File: config.mk
export PLATFORM = sky130hd
export DESIGN_NAME = priority_ready_queue_top
export DESIGN_NICKNAME = d
export VERILOG_FILES = /design/src/rtl/prq_pkg.sv /design/src/rtl/priority_ready_queue_top.sv /design/src/rtl/prq_ram.sv /design/src/rtl/prq_seq.sv
export SDC_FILE = /design/constraint.sdc
export NUM_CORES = 1
export LEC_CHECK = 0
export ABC_AREA = 1
export BUFFER_PORTS_ARGS = -buffer_cell sky130_fd_sc_hd__buf_2
export CELL_PAD_IN_SITES_DETAIL_PLACEMENT = 1
export CELL_PAD_IN_SITES_GLOBAL_PLACEMENT = 1
export CORE_MARGIN = 2
export CORE_UTILIZATION = 41
export CTS_BUF_LIST = sky130_fd_sc_hd__clkbuf_4 sky130_fd_sc_hd__clkbuf_8 sky130_fd_sc_hd__clkbuf_16
export CTS_CLUSTER_SIZE = 30
export DETAILED_ROUTE_END_ITERATION = 6
export GPL_TIMING_DRIVEN = 1
export MAX_ROUTING_LAYER = met4
export PLACE_DENSITY = 0.68
export RECOVER_POWER = 25
export SLEW_MARGIN = 20
export SYNTH_ARGS = -nofsm -noshare
export SYNTH_HDL_FRONTEND = slang
export SYNTH_SLANG_ARGS = --single-unit
export TNS_END_PERCENT = 100
File: constraint.sdc
create_clock -name clk -period 8.35 [get_ports clk]
set_input_delay 2.0875 -clock clk [delete_from_list [all_inputs] [get_ports clk]]
set_output_delay 2.0875 -clock clk [all_outputs]
set_load 0.005 [all_outputs]
File: src/rtl/prq_pkg.sv
// ----------------------------------------------------------------------------
// prq_pkg: shared types and constants for the priority ready queue
// Field widths, request and status codes, and the words passed between the
// top level and the sequencer.
// ----------------------------------------------------------------------------
package prq_pkg;

	localparam int DEPTH_DEFAULT = 16;
	localparam int TASK_W        = 8;
	localparam int PRIO_W        = 6;
	localparam int REQ_W         = 2;
	localparam int STATUS_W      = 3;

	typedef enum logic [REQ_W-1:0] {
		REQ_INSERT = 2'd0,
		REQ_POP    = 2'd1,
		REQ_REMOVE = 2'd2,
		REQ_REPRIO = 2'd3
	} req_t;

	typedef enum logic [STATUS_W-1:0] {
		ST_OK        = 3'd0,
		ST_FULL      = 3'd1,
		ST_IDLE      = 3'd2,
		ST_NOT_FOUND = 3'd3,
		ST_DUP       = 3'd4
	} status_t;

	// one queue entry as stored in the slot memory
	typedef struct packed {
		logic [TASK_W-1:0] task_id;
		logic [PRIO_W-1:0] prio;
	} slot_t;

	typedef struct packed {
		req_t              kind;
		logic [TASK_W-1:0] task_id;
		logic [PRIO_W-1:0] prio;
	} req_word_t;

	typedef struct packed {
		logic [TASK_W-1:0] task_id;
		logic [PRIO_W-1:0] prio;
		status_t           status;
	} rsp_word_t;

endpackage

File: src/rtl/priority_ready_queue_top.sv
// ----------------------------------------------------------------------------
// priority_ready_queue_top: priority-sorted ready queue of task ids
// Each request runs a scan pass over the queued entries; a successful insert
//   or reprioritize then runs a place pass as well.
// Throughput: one request at a time; in_ready returns as the result word
//   enters the output register.
// Reset: arst_n clears the queue to empty and the idle id to zero; the slot
//   memory itself is not cleared.
// ----------------------------------------------------------------------------
module priority_ready_queue_top #(
	parameter int QUEUE_DEPTH = prq_pkg::DEPTH_DEFAULT
) (
	input  logic                          clk,
	input  logic                          arst_n,
	// request channel
	input  logic                          in_valid,
	output logic                          in_ready,
	input  logic [prq_pkg::REQ_W-1:0]     req_type,
	input  logic [prq_pkg::TASK_W-1:0]    task_id,
	input  logic [prq_pkg::PRIO_W-1:0]    task_priority,
	// result channel
	output logic                          out_valid,
	input  logic                          out_ready,
	output logic [prq_pkg::TASK_W-1:0]    out_task_id,
	output logic [prq_pkg::PRIO_W-1:0]    out_priority,
	output logic [prq_pkg::STATUS_W-1:0]  status,
	// idle task id register
	input  logic                          cfg_we,
	input  logic [prq_pkg::TASK_W-1:0]    cfg_wdata
);

	logic [prq_pkg::TASK_W-1:0] idle_id_q;
	prq_pkg::req_word_t         req_word;
	prq_pkg::rsp_word_t         rsp_word;
	prq_pkg::rsp_word_t         out_q;
	logic                       out_valid_q;
	logic                       rsp_valid;
	logic                       rsp_ready;

	// Idle id register: the user must write it only while the queue is quiet; the block itself does not enforce it.
	always_ff @(posedge clk or negedge arst_n) begin
		if (!arst_n) begin
			idle_id_q <= '0;
		end else if (cfg_we) begin
			idle_id_q <= cfg_wdata;
		end
	end

	// Pack the request word for the sequencer.
	assign req_word.kind    = prq_pkg::req_t'(req_type);
	assign req_word.task_id = task_id;
	assign req_word.prio    = task_priority;

	// The sequencer does all queue work: a scan pass over the occupied slots,
	// then for insert and reprioritize a place pass that ripples entries back.
	prq_seq #(
		.QUEUE_DEPTH (QUEUE_DEPTH)
	) u_seq (
		.clk       (clk),
		.arst_n    (arst_n),
		.req_valid (in_valid),
		.req       (req_word),
		.req_ready (in_ready),
		.idle_id   (idle_id_q),
		.rsp_valid (rsp_valid),
		.rsp       (rsp_word),
		.rsp_ready (rsp_ready)
	);

	// Output register: hold the result word until taken, so the sequencer
	// can go back to idle and accept the next request meanwhile.
	assign rsp_ready = !out_valid_q || out_ready;

	always_ff @(posedge clk or negedge arst_n) begin
		if (!arst_n) begin
			out_valid_q <= 1'b0;
		end else begin
			if (rsp_valid && rsp_ready) begin
				out_valid_q <= 1'b1;
				out_q       <= rsp_word;
			end else if (out_ready) begin
				out_valid_q <= 1'b0;
			end
		end
	end

	assign out_valid    = out_valid_q;
	assign out_task_id  = out_q.task_id;
	assign out_priority = out_q.prio;
	assign status       = out_q.status;

	// A request keeps the sequencer busy: in_ready is low in the cycle after it is accepted.
	assert property (@(posedge clk) disable iff (!arst_n)
		(in_valid && in_ready) |=> !in_ready)
		else $error("sequencer ready right after accepting a request");

	// Only a successful pop reports a priority.
	assert property (@(posedge clk) disable iff (!arst_n)
		(out_valid && status != prq_pkg::ST_OK) |-> (out_priority == '0))
		else $error("nonzero priority on a failed request");

	// Status codes stay within the defined set.
	assert property (@(posedge clk) disable iff (!arst_n)
		out_valid |-> (status == prq_pkg::ST_OK || status == prq_pkg::ST_FULL ||
		               status == prq_pkg::ST_IDLE || status == prq_pkg::ST_NOT_FOUND ||
		               status == prq_pkg::ST_DUP))
		else $error("undefined status code");

endmodule

File: src/rtl/prq_ram.sv
// ----------------------------------------------------------------------------
// prq_ram: generic simple dual-port RAM
// One write port and one read port, read data registered.
// ----------------------------------------------------------------------------
module prq_ram #(
	parameter int WIDTH = 14,
	parameter int DEPTH = 16
) (
	input  logic                     clk,
	input  logic                     we,
	input  logic [$clog2(DEPTH)-1:0] waddr,
	input  logic [WIDTH-1:0]         wdata,
	input  logic                     re,
	input  logic [$clog2(DEPTH)-1:0] raddr,
	output logic [WIDTH-1:0]         rdata
);

	logic [WIDTH-1:0] mem [DEPTH];

	always_ff @(posedge clk) begin
		if (we) begin
			mem[waddr] <= wdata;
		end
		if (re) begin
			rdata <= mem[raddr];
		end
	end

endmodule

File: src/rtl/prq_seq.sv
// ----------------------------------------------------------------------------
// prq_seq: queue sequencer
// Walks the slot memory one entry per cycle through a shared compare unit:
// a scan pass (locate, with forward shift on delete) and a place pass
// (ripple insert behind entries of equal or higher priority).
// ----------------------------------------------------------------------------
module prq_seq #(
	parameter int QUEUE_DEPTH = prq_pkg::DEPTH_DEFAULT
) (
	input  logic                          clk,
	input  logic                          arst_n,
	input  logic                          req_valid,
	input  prq_pkg::req_word_t            req,
	output logic                          req_ready,
	input  logic [prq_pkg::TASK_W-1:0]    idle_id,
	output logic                          rsp_valid,
	output prq_pkg::rsp_word_t            rsp,
	input  logic                          rsp_ready
);

	localparam int IDX_W  = (QUEUE_DEPTH > 1) ? $clog2(QUEUE_DEPTH) : 1;
	localparam int CNT_W  = $clog2(QUEUE_DEPTH + 1);
	localparam int SLOT_W = $bits(prq_pkg::slot_t);

	typedef enum logic [1:0] {
		S_IDLE,
		S_SCAN,
		S_PLACE,
		S_DONE
	} state_t;

	state_t             state_q;
	prq_pkg::req_word_t req_q;
	prq_pkg::rsp_word_t rsp_q;
	prq_pkg::slot_t     hold_q;
	logic [CNT_W-1:0]   occ_q;
	logic [CNT_W-1:0]   rd_idx_q;
	logic [CNT_W-1:0]   rd_end_q;
	logic               found_q;
	logic               ins_q;
	logic               vld_s1;
	logic [IDX_W-1:0]   idx_s1;

	logic               issue;
	logic               drained;
	logic [IDX_W-1:0]   rd_addr;
	logic [SLOT_W-1:0]  ram_rdata;
	prq_pkg::slot_t     rd_d;
	logic               scan_hit;
	logic               slot_live;
	logic               place_here;
	logic               ram_we;
	logic [IDX_W-1:0]   ram_waddr;
	prq_pkg::slot_t     ram_wdata;

	assign issue   = (state_q == S_SCAN || state_q == S_PLACE) && (rd_idx_q < rd_end_q);
	assign drained = !issue && !vld_s1;
	assign rd_addr = rd_idx_q[IDX_W-1:0];
	assign rd_d    = prq_pkg::slot_t'(ram_rdata);

	// shared compare unit
	assign scan_hit   = (req_q.kind == prq_pkg::REQ_POP) ? (idx_s1 == '0)
	                                                     : (rd_d.task_id == req_q.task_id);
	assign slot_live  = CNT_W'(idx_s1) < occ_q;
	assign place_here = !ins_q && (!slot_live || (rd_d.prio < hold_q.prio));

	always_comb begin
		ram_we    = 1'b0;
		ram_waddr = idx_s1;
		ram_wdata = hold_q;
		if (state_q == S_SCAN) begin
			// shift entries behind a deleted one forward by one slot
			if (vld_s1 && found_q && req_q.kind != prq_pkg::REQ_INSERT) begin
				ram_we    = 1'b1;
				ram_waddr = idx_s1 - IDX_W'(1);
				ram_wdata = rd_d;
			end
		end else if (state_q == S_PLACE) begin
			if (vld_s1 && (ins_q || place_here)) begin
				ram_we = 1'b1;
			end
		end
	end

	prq_ram #(
		.WIDTH (SLOT_W),
		.DEPTH (QUEUE_DEPTH)
	) u_slots (
		.clk   (clk),
		.we    (ram_we),
		.waddr (ram_waddr),
		.wdata (SLOT_W'(ram_wdata)),
		.re    (issue),
		.raddr (rd_addr),
		.rdata (ram_rdata)
	);

	always_ff @(posedge clk or negedge arst_n) begin
		if (!arst_n) begin
			state_q <= S_IDLE;
			occ_q   <= '0;
			vld_s1  <= 1'b0;
			found_q <= 1'b0;
			ins_q   <= 1'b0;
		end else begin
			vld_s1 <= issue;
			idx_s1 <= rd_addr;
			if (issue) begin
				rd_idx_q <= rd_idx_q + CNT_W'(1);
			end
			case (state_q)
				S_IDLE: begin
					if (req_valid) begin
						req_q         <= req;
						rsp_q.task_id <= req.task_id;
						rsp_q.prio    <= '0;
						rsp_q.status  <= prq_pkg::ST_OK;
						rd_idx_q      <= '0;
						rd_end_q      <= occ_q;
						found_q       <= 1'b0;
						state_q       <= S_SCAN;
					end
				end
				S_SCAN: begin
					if (vld_s1 && !found_q && scan_hit) begin
						found_q <= 1'b1;
						if (req_q.kind == prq_pkg::REQ_POP) begin
							rsp_q.task_id <= rd_d.task_id;
							rsp_q.prio    <= rd_d.prio;
						end
					end
					if (drained) begin
						state_q <= S_DONE;
						case (req_q.kind)
							prq_pkg::REQ_INSERT: begin
								if (found_q) begin
									rsp_q.status <= prq_pkg::ST_DUP;
								end else if (occ_q == CNT_W'(QUEUE_DEPTH)) begin
									rsp_q.status <= prq_pkg::ST_FULL;
								end else begin
									rd_idx_q       <= '0;
									rd_end_q       <= occ_q + CNT_W'(1);
									hold_q.task_id <= req_q.task_id;
									hold_q.prio    <= req_q.prio;
									ins_q          <= 1'b0;
									state_q        <= S_PLACE;
								end
							end
							prq_pkg::REQ_POP: begin
								if (occ_q == '0) begin
									rsp_q.task_id <= idle_id;
									rsp_q.status  <= prq_pkg::ST_IDLE;
								end else begin
									occ_q <= occ_q - CNT_W'(1);
								end
							end
							prq_pkg::REQ_REMOVE: begin
								if (found_q) begin
									occ_q <= occ_q - CNT_W'(1);
								end else begin
									rsp_q.status <= prq_pkg::ST_NOT_FOUND;
								end
							end
							prq_pkg::REQ_REPRIO: begin
								if (found_q) begin
									// reinsert into the shortened queue
									occ_q          <= occ_q - CNT_W'(1);
									rd_idx_q       <= '0;
									rd_end_q       <= occ_q;
									hold_q.task_id <= req_q.task_id;
									hold_q.prio    <= req_q.prio;
									ins_q          <= 1'b0;
									state_q        <= S_PLACE;
								end else begin
									rsp_q.status <= prq_pkg::ST_NOT_FOUND;
								end
							end
							default: begin
								rsp_q.status <= prq_pkg::ST_NOT_FOUND;
							end
						endcase
					end
				end
				S_PLACE: begin
					// carry the displaced entry one slot back each cycle
					if (vld_s1 && (ins_q || place_here)) begin
						hold_q <= rd_d;
						ins_q  <= 1'b1;
					end
					if (drained) begin
						occ_q   <= occ_q + CNT_W'(1);
						state_q <= S_DONE;
					end
				end
				S_DONE: begin
					if (rsp_ready) begin
						state_q <= S_IDLE;
					end
				end
				default: begin
					state_q <= S_IDLE;
				end
			endcase
		end
	end

	assign req_ready = (state_q == S_IDLE);
	assign rsp_valid = (state_q == S_DONE);
	assign rsp       = rsp_q;

endmodule
==> impl_results.md <==
* Count of endpoints failing setup in the final report at 0
* CTS clock-pin slew for the worst setup and hold paths at 0.06 ns
* Fraction of post-synthesis cell area in the top cell type by area at 0.651
* Count of boundary I/O pins at 48
* Hold-fix buffers, CTS at 0
* Count of unresolved DRC violations after routing at 0
* Critical path class: register to register
* Most common cell in the synthesized netlist: edfxtp_1
* Max Root-Sink Buffers at 3
* Vias in the first global route at 10000
* Die width at 192 um
* CP max stage delay at 0.85 ns
* Share of the cycle needed by the critical path after routing at 0.570
* Library cell used as clock root buffer: clkbuf_16
* Total detailed-routing wirelength at 37.2 mm
* Netlist area before placement at 0.0146 mm2
* Hold slack final at 0.422 ns
* Cell types occupying the most area after synthesis: edfxtp_1 (65%), o21ai_0 (5.9%), nor2_1 (4.8%)
* Cell types with the highest counts after synthesis: edfxtp_1 (316), nor2_1 (186), o21ai_0 (171)
* Pin count of the biggest net entering global routing at 113
* Synthesized netlist net count at 1307
* Gate family responsible for the most delay along the worst path: buffers and inverters
* Initial antenna violation count at 0
* Number of hold violations in the final report at 0
* Slew headroom at -0.592
* Routed via count divided by cell count at 5.42
* Register bit total from synthesis at 335
* Fin area at 0.0165 mm2
* Depth of the worst hold-timing path at 0
* Max-capacitance violation count at 3
* Power density relative to cell area at 357 mW/mm2
* RSZ-0062 raised after global routing: false
* Nets at 1358
* Slew at the pin closest to its max-slew limit at 2.39 ns
* Hold Crit Class: register to register
* Worst Path Buf+Inv at 5
* Global route total overflow at 0
* Number of enable flip-flop cells after synthesis at 316
* Cell breakdown of the critical path: inv_1, ha_1, clkbuf_1, inv_1, nor2_1, nand3_2, buf_4, o21ai_2, inv_2, nor2_2, nand2_1, a21oi_2
* Number of gates given a new drive strength after cts at 0
* Cells on worst reg2reg path at 12
* Number of fill cells at 3713
* Area after DPL at 0.0153 mm2
* GRT Total Usage at 0.209
* Post-CTS setup-driven buffer insertion count at 0
* Unique cell type count in the Yosys netlist at 38
* Outcome: finished with violations
* Max-slew violation total from the final report at 114
* Synthesized instance count at 1253
* Arrival time at the worst endpoint at 4.88 ns
* Count of placed standard cells in the final layout, fillers left out at 1792
* Port Buf Inserts at 47
* Worst skew pair latency at 0.53 ns
* Crit-path max FO at 47
* Clock Sink Count at 335
* Sequential fraction of the synthesis area at 0.684
* Routed wire length per instance at 20.7 um
* Die extent in y at 192 um
* Highest clock rate at 210 MHz
* Core Footprint at 0.0353 mm2
* Clock H-tree levels at 2
* Weighted congestion at the end of routability-driven global placement at 0.823
* Total CTS buffers at 38
* Util after Layout at 0.467
* IR drop worst, VDD at 0.000209 V
* Worst path depth at 12
* Library cell contributing the largest single delay on the critical path: clkbuf_1
* Number of diodes added for antenna fixing at 0
* Predominant post-synthesis flop cell: edfxtp_1
* Drt initial violations at 551
* Initial standard-cell utilization of the core at 0.412
* Standby leakage power at 0.00594 uW
* Layout cells sized above 1 at 0.106
* First-pass GRT wire length at 57.5 mm
* Minimum clock period at 4.76 ns
* Clock tree skew after final layout at 0.0234 ns
* Setup TNS at 0 ns
* Growth of design area from synthesis to finish at 13.2%
* Number of nets still failing antenna checks after routing at 0
* CTS tree: yes
* Library cell with the largest summed area after synthesis: edfxtp_1
* DP Cell Count at 1725
* Critical path capture point type: register
* Number of placement rows at 69
* Critical Path RT at 8.48 ns
* Violated checks: max-capacitance violations, max-slew violations
* Area of the die at 0.0370 mm2
* Via count of the routed design at 9710
* Share of synthesized registers carrying an async set or reset at 0.0567
* Kind of launch point of the worst setup path: register
* Final HPWL from detailed placement at 23.1 mm
* Number of optimization iterations in the first detailed-route pass at 5
* Mean cell area of the mapped netlist at 11.6 um2
* Number of warnings printed during yosys synthesis at 0
* Cell with the most instances on the worst path: inv_1
-- cell usage in the layout (no fill, tap or decap), types with 26 or more instances in the layout --
cell       instances
nand2_1          168
clkbuf_16         38
clkbuf_1          26
edfxtp_1         316
inv_1             86
nor2_1           186
nand3_1           48
o21ai_0          171
o211ai_1          55
buf_2             29
-- report_power, final --
group          total (uW)  internal [uW]  switching (uW)
sequential           2340           2200             140
clock                1660            987             672
combinational        1890            523            1370
total                5890           3710            2180
-- area by class of cell --
cell class / instances / area [um2] / share of cell area
Inverter: 90 / 339 / 0.0206
Sequential cell: 335 / 9960 / 0.605
Timing Repair Buffer: 78 / 415 / 0.0252
Multi-Input combinational cell: 761 / 3960 / 0.240
Clock buffer: 45 / 1010 / 0.0613
Tap cell: 461 / 577 / 0.0350
Clock inverter: 22 / 218 / 0.0132
-- flip-flops by register name (all words and copies together), names as in the netlist --
| register | count |
|---|---|
| idle_id_q | 8 |
| u_seq.u_slots.mem | 224 |
| u_seq.req_q | 16 |
| out_task_id | 8 |
| out_priority | 6 |
| u_seq.rd_end_q | 5 |
| u_seq.occ_q | 5 |
| out_valid | 1 |
| u_seq.rd_idx_q | 5 |
| u_seq.hold_q | 14 |
| u_seq.idx_s1 | 4 |
| u_seq.state_q | 2 |
| u_seq.rsp | 17 |
| u_seq.ins_q | 1 |
| u_seq.vld_s1 | 1 |
| u_seq.u_slots.rdata | 14 |
| u_seq.found_q | 1 |
| status | 3 |
-- worst paths after layout --
path                                   from                       end  slack [ns]
setup reg to reg           u_seq.state_q[1]  u_seq.u_slots.mem[12][6]        3.59
hold reg to reg                u_seq.rsp[6]           out_priority[3]        0.42
max in group asynchronous            arst_n              idle_id_q[7]        5.20
hold / removal                 u_seq.rsp[6]           out_priority[3]        0.42
setup / recovery           u_seq.state_q[1]  u_seq.u_slots.mem[12][6]        3.59
min in group asynchronous            arst_n            u_seq.occ_q[2]        2.07
-- through the flow --
stage | setup slack, ns | total power (uW)
after floorplan | 4.57 | 3670
after global placement | 4.06 | 4210
final | 3.59 | 5890
after CTS | 4.49 | 5960
after detailed placement | 3.97 | 4280
after global routing | 3.22 | 6260
-- metal layers --
metal | GRT usage | vias up | wire (um)
met2 | 0.340 | 222 | 17900
met5 | - | - | 0
met4 | 0.0590 | 0 | 856
met3 | 0.0262 | 69 | 1530
li1 | - | 4526 | -
met1 | 0.276 | 4893 | 16800
-- worst reg2reg max path, stage by stage (launching register included) --
cell,delay (ns)
dfrtp_1,0.40
inv_1,0.13
ha_1,0.15
clkbuf_1,0.85
inv_1,0.57
nor2_1,0.35
nand3_2,0.09
buf_4,0.32
o21ai_2,0.33
inv_2,0.08
nor2_2,0.22
nand2_1,0.10
a21oi_2,0.76
-- cell families (layout without fill, tap and decap cells) --
logic type               Yosys count  after routing  synth area share
AO/OA/AOI/OAI                    265            265             0.102
flip-flops                       335            335             0.684
adder cells (fa/ha/maj)           25             25            0.0215
buffers and inverters            157            235            0.0462
AND/OR/NAND/NOR                  452            452             0.133
XOR/XNOR                          16             16            0.0109
multiplexers                       3              3           0.00206
No activity file was read; power rests on OpenSTA's default activity.
